$ cat src/sv/assert_macros.svh
// assertion macros shared by the timer table rtl
// no dependencies; the SYNTH define drops every check
`ifndef ASSERT_MACROS_SVH
`define ASSERT_MACROS_SVH
`ifndef SYNTH
// same-cycle implication, disabled while in reset
`define TCPTW_ASSERT_IMPL(lbl, clk, rst, ante, cons, msg) \
  lbl: assert property (@(posedge clk) disable iff (rst) (ante) |-> (cons)) else $error(msg);
// next-cycle implication, disabled while in reset
`define TCPTW_ASSERT_NEXT(lbl, clk, rst, ante, cons, msg) \
  lbl: assert property (@(posedge clk) disable iff (rst) (ante) |=> (cons)) else $error(msg);
`else
`define TCPTW_ASSERT_IMPL(lbl, clk, rst, ante, cons, msg)
`define TCPTW_ASSERT_NEXT(lbl, clk, rst, ante, cons, msg)
`endif
`endif

$ cat src/sv/tcptw_pkg.sv
// shared types, sizes and codes of the tcp timer table
// no dependencies; used by every other file of the block but assert_macros.svh
package tcptw_pkg;

  // table size and time range
  localparam int SOCKETS    = 16;
  localparam int TIME_BITS  = 24;
  localparam int SOCK_IDX_W = (SOCKETS > 1) ? $clog2(SOCKETS) : 1;

  // field widths of the channels
  localparam int OP_W       = 3;
  localparam int SOCK_W     = 4;
  localparam int RES_W      = 2;

  // configuration port
  localparam int CFG_IDX_W  = 2;
  localparam int CFG_DATA_W = 24;
  localparam logic [CFG_IDX_W-1:0] REG_TICK_STEP      = 2'd0;
  localparam logic [CFG_IDX_W-1:0] REG_TIMEWAIT_LIMIT = 2'd1;
  localparam logic [CFG_IDX_W-1:0] REG_RETRANS_BASE   = 2'd2;

  // wide enough for any saturating sum of two time values
  localparam int SUM_W = 33;
  localparam logic [SUM_W-1:0] TIME_MAX = (SUM_W'(1) << TIME_BITS) - SUM_W'(1);

  // command queue between front and engine
  localparam int QDEPTH = 2;
  localparam int QPTR_W = (QDEPTH > 1) ? $clog2(QDEPTH) : 1;
  localparam int QCNT_W = $clog2(QDEPTH + 1);

  // input op codes
  localparam logic [OP_W-1:0] OP_TICK      = 3'd0;
  localparam logic [OP_W-1:0] OP_ARM_TW    = 3'd1;
  localparam logic [OP_W-1:0] OP_ARM_RT    = 3'd2;
  localparam logic [OP_W-1:0] OP_DISARM_RT = 3'd3;
  localparam logic [OP_W-1:0] OP_SET_PEND  = 3'd4;

  // event codes
  localparam logic [RES_W-1:0] EV_CLOSE = 2'd0;
  localparam logic [RES_W-1:0] EV_RETX  = 2'd1;
  localparam logic [RES_W-1:0] EV_RESET = 2'd2;

  // retries allowed before a reset
  localparam logic [1:0] RETRY_MAX = 2'd3;

  typedef logic [TIME_BITS-1:0] time_t;

  // decoded command kinds
  typedef enum logic [2:0] {
    K_TICK,
    K_ARM_TW,
    K_ARM_RT,
    K_DISARM_RT,
    K_SET_PEND
  } cmd_kind_t;

  // queue word
  typedef struct packed {
    cmd_kind_t             kind;
    logic [SOCK_IDX_W-1:0] socket;
    logic                  pending;
  } cmd_t;

  // configuration register set
  typedef struct packed {
    logic [15:0] tick_step;
    logic [23:0] timewait_limit;
    logic [20:0] retrans_base;
  } cfg_t;

endpackage

$ cat src/sv/tcptw_if.sv
// handshake channels of the timer table: command words in, event words out
// depends on tcptw_pkg for field widths
interface tcptw_item_if;
  logic                          valid;
  logic                          ready;
  logic [tcptw_pkg::OP_W-1:0]    op;
  logic [tcptw_pkg::SOCK_W-1:0]  socket;
  logic                          pending;

  modport source (output valid, output op, output socket, output pending, input ready);
  modport sink   (input valid, input op, input socket, input pending, output ready);
endinterface

interface tcptw_evt_if;
  logic                          valid;
  logic                          ready;
  logic [tcptw_pkg::RES_W-1:0]   event_res;
  logic [tcptw_pkg::SOCK_W-1:0]  event_socket;
  logic                          last;

  modport source (output valid, output event_res, output event_socket, output last,
                  input ready);
  modport sink   (input valid, input event_res, input event_socket, input last,
                  output ready);
endinterface

$ cat src/sv/tcptw_front.sv
// front end: takes command words, decodes them and drops ignored ones
// depends on tcptw_pkg and tcptw_item_if
module tcptw_front (
  tcptw_item_if.sink       item,
  input  logic             q_full,
  output logic             q_push,
  output tcptw_pkg::cmd_t  q_push_word
);

  logic                  keep;
  logic                  in_range;
  tcptw_pkg::cmd_kind_t  kind;

  // accept whenever the queue has room
  assign item.ready = !q_full;

  assign in_range = (32'(item.socket) < tcptw_pkg::SOCKETS);

  // op decode; unknown ops and out-of-range sockets are dropped here
  always_comb begin
    keep = 1'b0;
    kind = tcptw_pkg::K_TICK;
    unique case (item.op)
      tcptw_pkg::OP_TICK: begin
        keep = 1'b1;
      end
      tcptw_pkg::OP_ARM_TW: begin
        kind = tcptw_pkg::K_ARM_TW;
        keep = in_range;
      end
      tcptw_pkg::OP_ARM_RT: begin
        kind = tcptw_pkg::K_ARM_RT;
        keep = in_range;
      end
      tcptw_pkg::OP_DISARM_RT: begin
        kind = tcptw_pkg::K_DISARM_RT;
        keep = in_range;
      end
      tcptw_pkg::OP_SET_PEND: begin
        kind = tcptw_pkg::K_SET_PEND;
        keep = in_range;
      end
      default: begin
        keep = 1'b0;
      end
    endcase
  end

  // queue write
  assign q_push              = item.valid && item.ready && keep;
  assign q_push_word.kind    = kind;
  assign q_push_word.socket  = tcptw_pkg::SOCK_IDX_W'(item.socket);
  assign q_push_word.pending = item.pending;

endmodule

$ cat src/sv/tcptw_queue.sv
// short command queue between the decoder and the table engine
// depends on tcptw_pkg for the word type and depth
module tcptw_queue (
  input  logic             clk,
  input  logic             rst,
  input  logic             push,
  input  tcptw_pkg::cmd_t  push_word,
  output logic             full,
  input  logic             pop,
  output logic             q_valid,
  output tcptw_pkg::cmd_t  q_word
);

  tcptw_pkg::cmd_t                  slots [tcptw_pkg::QDEPTH];
  logic [tcptw_pkg::QPTR_W-1:0]     wr_ptr;
  logic [tcptw_pkg::QPTR_W-1:0]     rd_ptr;
  logic [tcptw_pkg::QCNT_W-1:0]     count;

  assign full    = (count == tcptw_pkg::QCNT_W'(tcptw_pkg::QDEPTH));
  assign q_valid = (count != '0);
  assign q_word  = slots[rd_ptr];

  // storage
  always_ff @(posedge clk) begin
    if (push) begin
      slots[wr_ptr] <= push_word;
    end
  end

  // pointers and fill level
  always_ff @(posedge clk) begin
    if (rst) begin
      wr_ptr <= '0;
      rd_ptr <= '0;
      count  <= '0;
    end else begin
      if (push) begin
        wr_ptr <= (wr_ptr == tcptw_pkg::QPTR_W'(tcptw_pkg::QDEPTH - 1)) ? '0
                                                                        : wr_ptr + 1'b1;
      end
      if (pop) begin
        rd_ptr <= (rd_ptr == tcptw_pkg::QPTR_W'(tcptw_pkg::QDEPTH - 1)) ? '0
                                                                        : rd_ptr + 1'b1;
      end
      if (push && !pop) begin
        count <= count + 1'b1;
      end else if (pop && !push) begin
        count <= count - 1'b1;
      end
    end
  end

endmodule

$ cat src/sv/tcptw_engine.sv
// table engine: per-socket timer state, command execution and the tick scan
// depends on tcptw_pkg, tcptw_evt_if and assert_macros.svh
`include "assert_macros.svh"

module tcptw_engine (
  input  logic             clk,
  input  logic             rst,
  input  tcptw_pkg::cfg_t  cfg,
  input  logic             q_valid,
  input  tcptw_pkg::cmd_t  q_word,
  output logic             q_pop,
  tcptw_evt_if.source      evt
);

  typedef enum logic [1:0] {
    ST_IDLE,
    ST_SCAN,
    ST_FLUSH
  } state_t;

  // per-socket timer table
  logic             tw_act  [tcptw_pkg::SOCKETS];
  tcptw_pkg::time_t tw_el   [tcptw_pkg::SOCKETS];
  logic             rt_act  [tcptw_pkg::SOCKETS];
  tcptw_pkg::time_t rt_el   [tcptw_pkg::SOCKETS];
  tcptw_pkg::time_t rt_lim  [tcptw_pkg::SOCKETS];
  logic [1:0]       rt_cnt  [tcptw_pkg::SOCKETS];
  logic             pend    [tcptw_pkg::SOCKETS];

  state_t                          st;
  logic [tcptw_pkg::SOCK_IDX_W-1:0] scan_sock;
  logic                            scan_ph;

  // event waiting to learn whether it is the last of its tick
  logic                            held_v;
  logic [tcptw_pkg::RES_W-1:0]     held_res;
  logic [tcptw_pkg::SOCK_IDX_W-1:0] held_sock;

  // output register
  logic                            out_valid;
  logic [tcptw_pkg::RES_W-1:0]     out_res;
  logic [tcptw_pkg::SOCK_IDX_W-1:0] out_sock;
  logic                            out_last;

  logic [tcptw_pkg::SOCK_IDX_W-1:0] idx;
  logic             cur_tw_act;
  logic             cur_rt_act;
  logic             cur_pend;
  logic [1:0]       cur_cnt;
  tcptw_pkg::time_t cur_rt_lim;
  tcptw_pkg::time_t tw_sum;
  tcptw_pkg::time_t rt_sum;
  tcptw_pkg::time_t lim_dbl;
  tcptw_pkg::time_t arm_lim;
  logic             tw_hit;
  logic             rt_hit;
  logic             rt_give_up;
  logic             ev_found;
  logic [tcptw_pkg::RES_W-1:0] ev_res;
  logic             out_free;
  logic             step_go;
  logic             last_step;
  logic             scan_wr;
  logic             out_load;

  function automatic tcptw_pkg::time_t sat_add(input logic [tcptw_pkg::SUM_W-1:0] a,
                                               input logic [tcptw_pkg::SUM_W-1:0] b);
    logic [tcptw_pkg::SUM_W-1:0] s;
    s = a + b;
    return (s > tcptw_pkg::TIME_MAX) ? tcptw_pkg::TIME_BITS'(tcptw_pkg::TIME_MAX)
                                     : tcptw_pkg::TIME_BITS'(s);
  endfunction

  // one table row is read at a time: the command socket or the scan socket
  assign idx        = (st == ST_IDLE) ? q_word.socket : scan_sock;
  assign cur_tw_act = tw_act[idx];
  assign cur_rt_act = rt_act[idx];
  assign cur_pend   = pend[idx];
  assign cur_cnt    = rt_cnt[idx];
  assign cur_rt_lim = rt_lim[idx];

  // advance and expiry check of the row under the scan
  assign tw_sum     = sat_add(tcptw_pkg::SUM_W'(tw_el[idx]), tcptw_pkg::SUM_W'(cfg.tick_step));
  assign rt_sum     = sat_add(tcptw_pkg::SUM_W'(rt_el[idx]), tcptw_pkg::SUM_W'(cfg.tick_step));
  assign lim_dbl    = sat_add(tcptw_pkg::SUM_W'(cur_rt_lim), tcptw_pkg::SUM_W'(cur_rt_lim));
  assign tw_hit     = cur_tw_act &&
                      (tcptw_pkg::SUM_W'(tw_sum) >= tcptw_pkg::SUM_W'(cfg.timewait_limit));
  assign rt_hit     = cur_rt_act && cur_pend && (rt_sum >= cur_rt_lim);
  assign rt_give_up = (cur_cnt >= tcptw_pkg::RETRY_MAX);

  // initial retransmission limit, clipped to the time range
  assign arm_lim = (tcptw_pkg::SUM_W'(cfg.retrans_base) > tcptw_pkg::TIME_MAX)
                   ? tcptw_pkg::TIME_BITS'(tcptw_pkg::TIME_MAX)
                   : tcptw_pkg::TIME_BITS'(cfg.retrans_base);

  // event of this scan step: time-wait phase first, then retransmission
  assign ev_found = scan_ph ? rt_hit : tw_hit;
  assign ev_res   = !scan_ph ? tcptw_pkg::EV_CLOSE
                  : (rt_give_up ? tcptw_pkg::EV_RESET : tcptw_pkg::EV_RETX);

  // a step stalls only when it must push the held word into a busy output
  assign out_free  = !out_valid || evt.ready;
  assign step_go   = !ev_found || !held_v || out_free;
  assign last_step = scan_ph && (scan_sock == tcptw_pkg::SOCK_IDX_W'(tcptw_pkg::SOCKETS - 1));
  assign scan_wr   = (st == ST_SCAN) && step_go;

  // output register loads a held word mid-tick or at the final flush
  assign out_load  = (scan_wr && ev_found && held_v) || ((st == ST_FLUSH) && out_free);

  assign q_pop = (st == ST_IDLE) && q_valid;

  // output channel
  assign evt.valid        = out_valid;
  assign evt.event_res    = out_res;
  assign evt.event_socket = tcptw_pkg::SOCK_W'(out_sock);
  assign evt.last         = out_last;

  // table updates: commands when idle, timer advance during the scan
  always_ff @(posedge clk) begin
    if (rst) begin
      for (int i = 0; i < tcptw_pkg::SOCKETS; i++) begin
        tw_act[i] <= 1'b0;
        tw_el[i]  <= '0;
        rt_act[i] <= 1'b0;
        rt_el[i]  <= '0;
        rt_lim[i] <= '0;
        rt_cnt[i] <= '0;
        pend[i]   <= 1'b0;
      end
    end else if (q_pop) begin
      unique case (q_word.kind)
        tcptw_pkg::K_ARM_TW: begin
          tw_act[idx] <= 1'b1;
          tw_el[idx]  <= '0;
        end
        tcptw_pkg::K_ARM_RT: begin
          rt_act[idx] <= 1'b1;
          rt_el[idx]  <= '0;
          rt_lim[idx] <= arm_lim;
          rt_cnt[idx] <= '0;
        end
        tcptw_pkg::K_DISARM_RT: begin
          rt_act[idx] <= 1'b0;
        end
        tcptw_pkg::K_SET_PEND: begin
          pend[idx] <= q_word.pending;
        end
        tcptw_pkg::K_TICK: begin
        end
        default: begin
        end
      endcase
    end else if (scan_wr) begin
      if (!scan_ph) begin
        if (cur_tw_act) begin
          tw_el[idx] <= tw_sum;
        end
        if (tw_hit) begin
          tw_act[idx] <= 1'b0;
        end
      end else begin
        if (cur_rt_act) begin
          rt_el[idx] <= rt_sum;
        end
        if (rt_hit) begin
          if (rt_give_up) begin
            rt_act[idx] <= 1'b0;
          end else begin
            rt_lim[idx] <= lim_dbl;
            rt_cnt[idx] <= cur_cnt + 2'd1;
          end
        end
      end
    end
  end

  // scan sequencer, held event and output register
  always_ff @(posedge clk) begin
    if (rst) begin
      st        <= ST_IDLE;
      scan_sock <= '0;
      scan_ph   <= 1'b0;
      held_v    <= 1'b0;
      out_valid <= 1'b0;
    end else begin
      if (out_load) begin
        out_valid <= 1'b1;
      end else if (out_valid && evt.ready) begin
        out_valid <= 1'b0;
      end
      unique case (st)
        ST_IDLE: begin
          if (q_pop && (q_word.kind == tcptw_pkg::K_TICK)) begin
            st        <= ST_SCAN;
            scan_sock <= '0;
            scan_ph   <= 1'b0;
          end
        end
        ST_SCAN: begin
          if (step_go) begin
            if (ev_found) begin
              if (held_v) begin
                out_res   <= held_res;
                out_sock  <= held_sock;
                out_last  <= 1'b0;
              end
              held_v    <= 1'b1;
              held_res  <= ev_res;
              held_sock <= scan_sock;
            end
            if (last_step) begin
              st <= (held_v || ev_found) ? ST_FLUSH : ST_IDLE;
            end else begin
              scan_ph <= !scan_ph;
              if (scan_ph) begin
                scan_sock <= scan_sock + 1'b1;
              end
            end
          end
        end
        ST_FLUSH: begin
          if (out_free) begin
            out_res   <= held_res;
            out_sock  <= held_sock;
            out_last  <= 1'b1;
            held_v    <= 1'b0;
            st        <= ST_IDLE;
          end
        end
        default: begin
          st <= ST_IDLE;
        end
      endcase
    end
  end

  // checks
  `TCPTW_ASSERT_IMPL(a_held_in_tick, clk, rst, held_v, (st == ST_SCAN) || (st == ST_FLUSH), "held event outside a tick")
  `TCPTW_ASSERT_NEXT(a_mid_not_last, clk, rst, scan_wr && ev_found && held_v, out_valid && !out_last, "mid-tick event marked last")
  `TCPTW_ASSERT_NEXT(a_flush_last, clk, rst, (st == ST_FLUSH) && out_free, out_valid && out_last && !held_v && (st == ST_IDLE), "final event not flushed")
  `TCPTW_ASSERT_NEXT(a_tick_start, clk, rst, q_pop && (q_word.kind == tcptw_pkg::K_TICK), (st == ST_SCAN) && (scan_sock == '0) && !scan_ph, "scan did not start at socket zero")

endmodule

$ cat src/sv/tcp_timewait_retrans_timer_table_unit.sv
// top level of the tcp time-wait and retransmission timer table
// depends on tcptw_pkg, tcptw_if, tcptw_front, tcptw_queue and tcptw_engine
//
// Commands arm a socket's timers, disarm its retransmission timer or set its
// pending-data flag and produce no events; a tick advances every active timer
// by tick_step and reports closes, retransmits and resets in socket order, the
// final event of the tick flagged with last. Commands enter a two-entry queue
// behind the decoder and are executed by the table engine. A tick occupies the
// engine while it is taken from the queue and its timers are scanned one at a
// time, since the table has a single row read port, plus a flush step to
// release the last event when the tick has any, and longer while the event
// output is stalled. The input keeps accepting into the queue during a tick
// until it fills. Reset clears the whole table; configuration registers are
// written with cfg_we, cfg_index and cfg_data.
module tcp_timewait_retrans_timer_table_unit (
  input  logic                              clk,
  input  logic                              rst,
  input  logic                              cfg_we,
  input  logic [tcptw_pkg::CFG_IDX_W-1:0]   cfg_index,
  input  logic [tcptw_pkg::CFG_DATA_W-1:0]  cfg_data,
  tcptw_item_if.sink                        item,
  tcptw_evt_if.source                       evt
);

  tcptw_pkg::cfg_t  cfg;
  logic             q_push;
  tcptw_pkg::cmd_t  q_push_word;
  logic             q_full;
  logic             q_pop;
  logic             q_valid;
  tcptw_pkg::cmd_t  q_word;

  // configuration registers
  always_ff @(posedge clk) begin
    if (rst) begin
      cfg.tick_step      <= 16'd10;
      cfg.timewait_limit <= 24'd60000;
      cfg.retrans_base   <= 21'd200;
    end else if (cfg_we) begin
      unique case (cfg_index)
        tcptw_pkg::REG_TICK_STEP:      cfg.tick_step      <= cfg_data[15:0];
        tcptw_pkg::REG_TIMEWAIT_LIMIT: cfg.timewait_limit <= cfg_data[23:0];
        tcptw_pkg::REG_RETRANS_BASE:   cfg.retrans_base   <= cfg_data[20:0];
        default: begin
        end
      endcase
    end
  end

  // decoder
  tcptw_front u_front (
    .item        (item),
    .q_full      (q_full),
    .q_push      (q_push),
    .q_push_word (q_push_word)
  );

  // command queue
  tcptw_queue u_queue (
    .clk       (clk),
    .rst       (rst),
    .push      (q_push),
    .push_word (q_push_word),
    .full      (q_full),
    .pop       (q_pop),
    .q_valid   (q_valid),
    .q_word    (q_word)
  );

  // timer table engine
  tcptw_engine u_engine (
    .clk     (clk),
    .rst     (rst),
    .cfg     (cfg),
    .q_valid (q_valid),
    .q_word  (q_word),
    .q_pop   (q_pop),
    .evt     (evt)
  );

endmodule
$ cat src/flat_wrapper.sv
// flat-port wrapper written by rule: the top's interface ports become plain ports
module tcp_timewait_retrans_timer_table_unit_flat 
  (clk, rst, cfg_we, cfg_index, cfg_data, item_valid, item_op, item_socket, item_pending, item_ready, evt_valid, evt_event_res, evt_event_socket, evt_last, evt_ready);
  tcptw_item_if item_i ();
  tcptw_evt_if evt_i ();
  input  logic clk;
  input  logic rst;
  input  logic cfg_we;
  input  logic [tcptw_pkg::CFG_IDX_W-1:0] cfg_index;
  input  logic [tcptw_pkg::CFG_DATA_W-1:0] cfg_data;
  input wire logic [$bits(item_i.valid)-1:0] item_valid;
  input wire logic [$bits(item_i.op)-1:0] item_op;
  input wire logic [$bits(item_i.socket)-1:0] item_socket;
  input wire logic [$bits(item_i.pending)-1:0] item_pending;
  output wire logic [$bits(item_i.ready)-1:0] item_ready;
  output wire logic [$bits(evt_i.valid)-1:0] evt_valid;
  output wire logic [$bits(evt_i.event_res)-1:0] evt_event_res;
  output wire logic [$bits(evt_i.event_socket)-1:0] evt_event_socket;
  output wire logic [$bits(evt_i.last)-1:0] evt_last;
  input wire logic [$bits(evt_i.ready)-1:0] evt_ready;
  assign item_i.valid = item_valid;
  assign item_i.op = item_op;
  assign item_i.socket = item_socket;
  assign item_i.pending = item_pending;
  assign item_ready = item_i.ready;
  assign evt_valid = evt_i.valid;
  assign evt_event_res = evt_i.event_res;
  assign evt_event_socket = evt_i.event_socket;
  assign evt_last = evt_i.last;
  assign evt_i.ready = evt_ready;
  tcp_timewait_retrans_timer_table_unit u_core (.clk(clk), .rst(rst), .cfg_we(cfg_we), .cfg_index(cfg_index), .cfg_data(cfg_data), .item(item_i), .evt(evt_i));
endmodule
$ cat config.mk
export PLATFORM = sky130hd
export DESIGN_NAME = tcp_timewait_retrans_timer_table_unit_flat
export DESIGN_NICKNAME = d
export VERILOG_FILES = /design/src/sv/tcptw_pkg.sv /design/src/sv/tcptw_if.sv /design/src/sv/tcptw_front.sv /design/src/sv/tcptw_queue.sv /design/src/sv/tcptw_engine.sv /design/src/sv/tcp_timewait_retrans_timer_table_unit.sv /design/src/flat_wrapper.sv
export VERILOG_INCLUDE_DIRS = /design/src /design/src/sv
export SDC_FILE = /design/constraint.sdc
export NUM_CORES = 2
export LEC_CHECK = 0
export BUFFER_PORTS_ARGS = -buffer_cell sky130_fd_sc_hd__buf_2
export CAP_MARGIN = 20
export CORE_MARGIN = 1
export CORE_UTILIZATION = 55
export CTS_CLUSTER_SIZE = 10
export DETAILED_ROUTE_END_ITERATION = 16
export PLACE_DENSITY = 0.68
export SYNTH_ARGS = -nofsm -noshare
export SYNTH_HDL_FRONTEND = slang
export SYNTH_HIERARCHICAL = 1
export SYNTH_SLANG_ARGS = --single-unit
$ cat constraint.sdc
create_clock -name clk -period 10.5 [get_ports clk]
set_input_delay 1.05 -clock clk [delete_from_list [all_inputs] [get_ports clk]]
set_output_delay 1.05 -clock clk [all_outputs]
set_load 0.05 [all_outputs]
==> impl_metrics.ini <==
[run_status]
status = completed

[global_routing]
grt_use_met1 = 0.447
met3_usage = 0.0813
grt.busiest_layer = met2
overflow = 0
grt_max_degree = 113
grt_use_met2 = 0.520
grt_first_pass_wirelength_um = 266000
grt_pass1_vias = 40559
antenna_found_initial = 1
grt_usage = 0.337

[clock_network]
clock_sinks = 1336
clockBufferDepth = 3
cts_setup_buffers = 0
ctsRootBufferMaster = clkbuf_16
cts.repair.resized = 0
hold_buffers = 0
cts_buffers = 153
ctsHtreeMaxLevel = 4
clkLatencyLatePin_ns = 0.77
cts_tree = yes
clkTransAtPathRegs_ns = 0.06

[critical_path]
slowest_stage = nor2_2
cp_data_required_time_ns = 10.97
crit_family = simple AND/OR/NAND/NOR gates
critPathMaxStageDelay_ns = 0.83
cp_max_fo = 37
crit_arrival_ns = 10.12
path_buf_inv = 3
start_kind = flop
worstSetupPathType = flop to flop
cp-end-kind = flop

[power_and_ir_drop]
peakVddDrop_uv = 310
p_per_area_nw_per_um2 = 269
p_int_mw = 10.6
leakagePower_nw = 23.3
p_sw_mw = 7.10
p_total_mw = 17.7
comb_power_share = 0.377
power_frac_seq = 0.357
clkPwrFrac = 0.266
p_sw_frac = 0.401

[layout]
layout.cells.non_filler = 6468
fillCellCount = 8124
nets = 5152
layout-drive-gt1-share = 0.122
diodes = 0
design_area_um2 = 65800
syn_to_final_growth_pct = 11.3

[timing]
rsz0062_at_grt = false
tightest_slew_ns = 1.21
final_hold_viol_count = 0
fin_crit_sh = 0.918
fin_crit_ns = 9.64
max_freq_mhz = 104
holdWs_ns = 0.416
slew_headroom = 0.189
setup_tns_ns = 0
finalMaxSlewViolations = 0
setup_viol = 0
fin_skew_ns = 0.0272

[floorplan]
chipHeight_um = 330
die_w_um = 330
top_level_ports = 48
dieArea_um2 = 109000
core-area_um2 = 106000
start_util = 0.558
rows = 119

[drt]
wl_per_cell_um = 28.6
wl_um = 185000
num_vias = 42814
drc_errors = 0
via_per_inst = 6.62
drtAntennaViolNets = 0
drt_iter0_drc = 6809
dr.pass1.iters = 6

[placement]
dp.cells = 6259
gp_congestion = 0.969
io_buffer_count = 47
dp_hpwl_um = 112000
postPlaceCellArea_um2 = 61500

[synthesis]
synthArstFlopShare = 0
synthesis.area_um2 = 59100
syn-num-nets = 5121
ys_seq_area_frac = 0.666
ys_ff_latch = 1336
syn_area_per_cell_um2 = 11.8
synth_cell_types = 85
syn_inst = 4995
synth_ff_type = edfxtp_1
synth-edff-count = 1261
yosysWarnings = 6

[run]
cap_violations = 0

[min_path]
hp-class = flop to flop
-- cell usage after synthesis (40+ instances only) --
| library cell | count | area, um2 |
|---|---|---|
| nor2_1 | 1364 | 5120 |
| edfxtp_1 | 1261 | 37900 |
| o22ai_1 | 386 | 2410 |
| a22oi_1 | 228 | 1710 |
| o21ai_0 | 215 | 1080 |
| clkbuf_1 | 187 | 702 |
| a21oi_1 | 159 | 796 |
| buf_2 | 128 | 641 |
| nand2_1 | 115 | 432 |
| nand2b_1 | 104 | 651 |
| ha_1 | 85 | 1060 |
| inv_1 | 76 | 285 |
| mux2i_1 | 76 | 761 |
| dfxtp_1 | 75 | 1500 |
| buf_4 | 40 | 300 |
-- cells by family (layout without fill, tap and decap cells) --
group,Yosys count,after routing,share of synthesized area
adder cells (fa/ha/maj),87,87,0.0187
buffers and inverters,492,574,0.0399
AND/OR/NAND/NOR,1794,1794,0.130
AO/OA/AOI/OAI,1153,1153,0.122
XOR/XNOR,35,35,0.00519
multiplexers,98,98,0.0175
flip-flops,1336,1336,0.666
-- cell usage in the layout, fill, tap and decap left out, types with 16 or more instances in the layout --
cell type | netlist | routed
o21ai_2 | 3 | 16
dfxtp_1 | 75 | 75
a21oi_1 | 159 | 159
inv_1 | 76 | 76
o22ai_1 | 386 | 386
clkbuf_1 | 187 | 35
ha_1 | 85 | 85
a22oi_1 | 228 | 228
a21o_1 | 36 | 36
nor2_1 | 1364 | 1332
nor2_2 | 27 | 31
nand2b_1 | 104 | 94
mux2i_1 | 76 | 75
nand3_1 | 19 | 19
buf_12 | 1 | 16
nand4_1 | 22 | 22
buf_4 | 40 | 217
nor4_1 | 30 | 25
o21ai_0 | 215 | 204
buf_2 | 128 | 46
clkbuf_16 | 0 | 155
o21ai_1 | 27 | 20
and4_1 | 33 | 33
edfxtp_1 | 1261 | 1261
nor2_4 | 9 | 37
o21bai_1 | 36 | 36
nand2_1 | 115 | 115
xnor2_1 | 23 | 23
-- power by group through the flow --
| stage | Combinational [mW] | Sequential, mW | Clock, mW |
|---|---|---|---|
| after floorplan | 3.95 | 6.39 | 0 |
| after global placement | 6.29 | 6.41 | 0 |
| after detailed placement | 6.37 | 6.42 | 0 |
| after CTS | 6.41 | 6.32 | 4.77 |
| after global routing | 6.97 | 6.35 | 4.97 |
| final | 6.69 | 6.32 | 4.72 |
-- area by class of cell --
class                      count  area (um2)  area share
clock buffer                 191        4020      0.0612
clock inverter                15         239     0.00363
inverter                      86         323     0.00491
multi-input combinational   3167       17900       0.272
sequential                  1336       39400       0.598
tap                         1391        1740      0.0265
timing repair buffer         282        2220      0.0338
-- final timing paths --
check                          startpoint                                  end  slack [ns]  depth (start not counted)
min reg2reg  u_core/u_engine/held_sock[3]  u_core/u_engine/evt.event_socket[3]        0.42                          0
min          u_core/u_engine/held_sock[3]  u_core/u_engine/evt.event_socket[3]        0.42                          0
max reg2reg         u_core/u_engine/st[1]          u_core/u_engine/rt_el[2][7]        0.86                         28
max                 u_core/u_engine/st[1]          u_core/u_engine/rt_el[2][7]        0.86                         28
-- per-stage QoR --
| stage | util | setup WS [ns] |
|---|---|---|
| 6_report | 0.622 | 0.858 |
| 5_1_grt | 0.622 | 0.361 |
| 4_1_cts | 0.621 | 1.01 |
| 3_5_place_dp | 0.581 | 1.06 |
| 3_3_place_gp | 0.581 | 1.25 |
| 2_1_floorplan | - | 1.13 |
-- state kept, by name, indices dropped and copies added (netlist names), 2 cells and up, named ones only --
signal / count
u_core/u_engine/tw_el: 384
u_core/u_engine/rt_el: 384
u_core/u_engine/rt_lim: 384
u_core/u_engine/evt.event_res: 2
u_core/u_engine/scan_sock: 4
u_core/u_queue/count: 2
u_core/u_engine/rt_cnt: 32
u_core/u_engine/held_res: 2
u_core/u_engine/rt_act: 16
u_core/u_queue/slots: 16
u_core/u_engine/evt.event_socket: 4
u_core/u_engine/tw_act: 16
u_core/u_engine/pend: 16
u_core/cfg: 61
u_core/u_engine/held_sock: 4
u_core/u_engine/st: 2
-- per-layer routing --
metal	wire, um	vias to the layer above
li1	-	18295
met1	67300	21041
met2	84700	2930
met3	22700	548
met4	10100	0
met5	0	-
No activity file was read; power rests on OpenSTA's default activity.
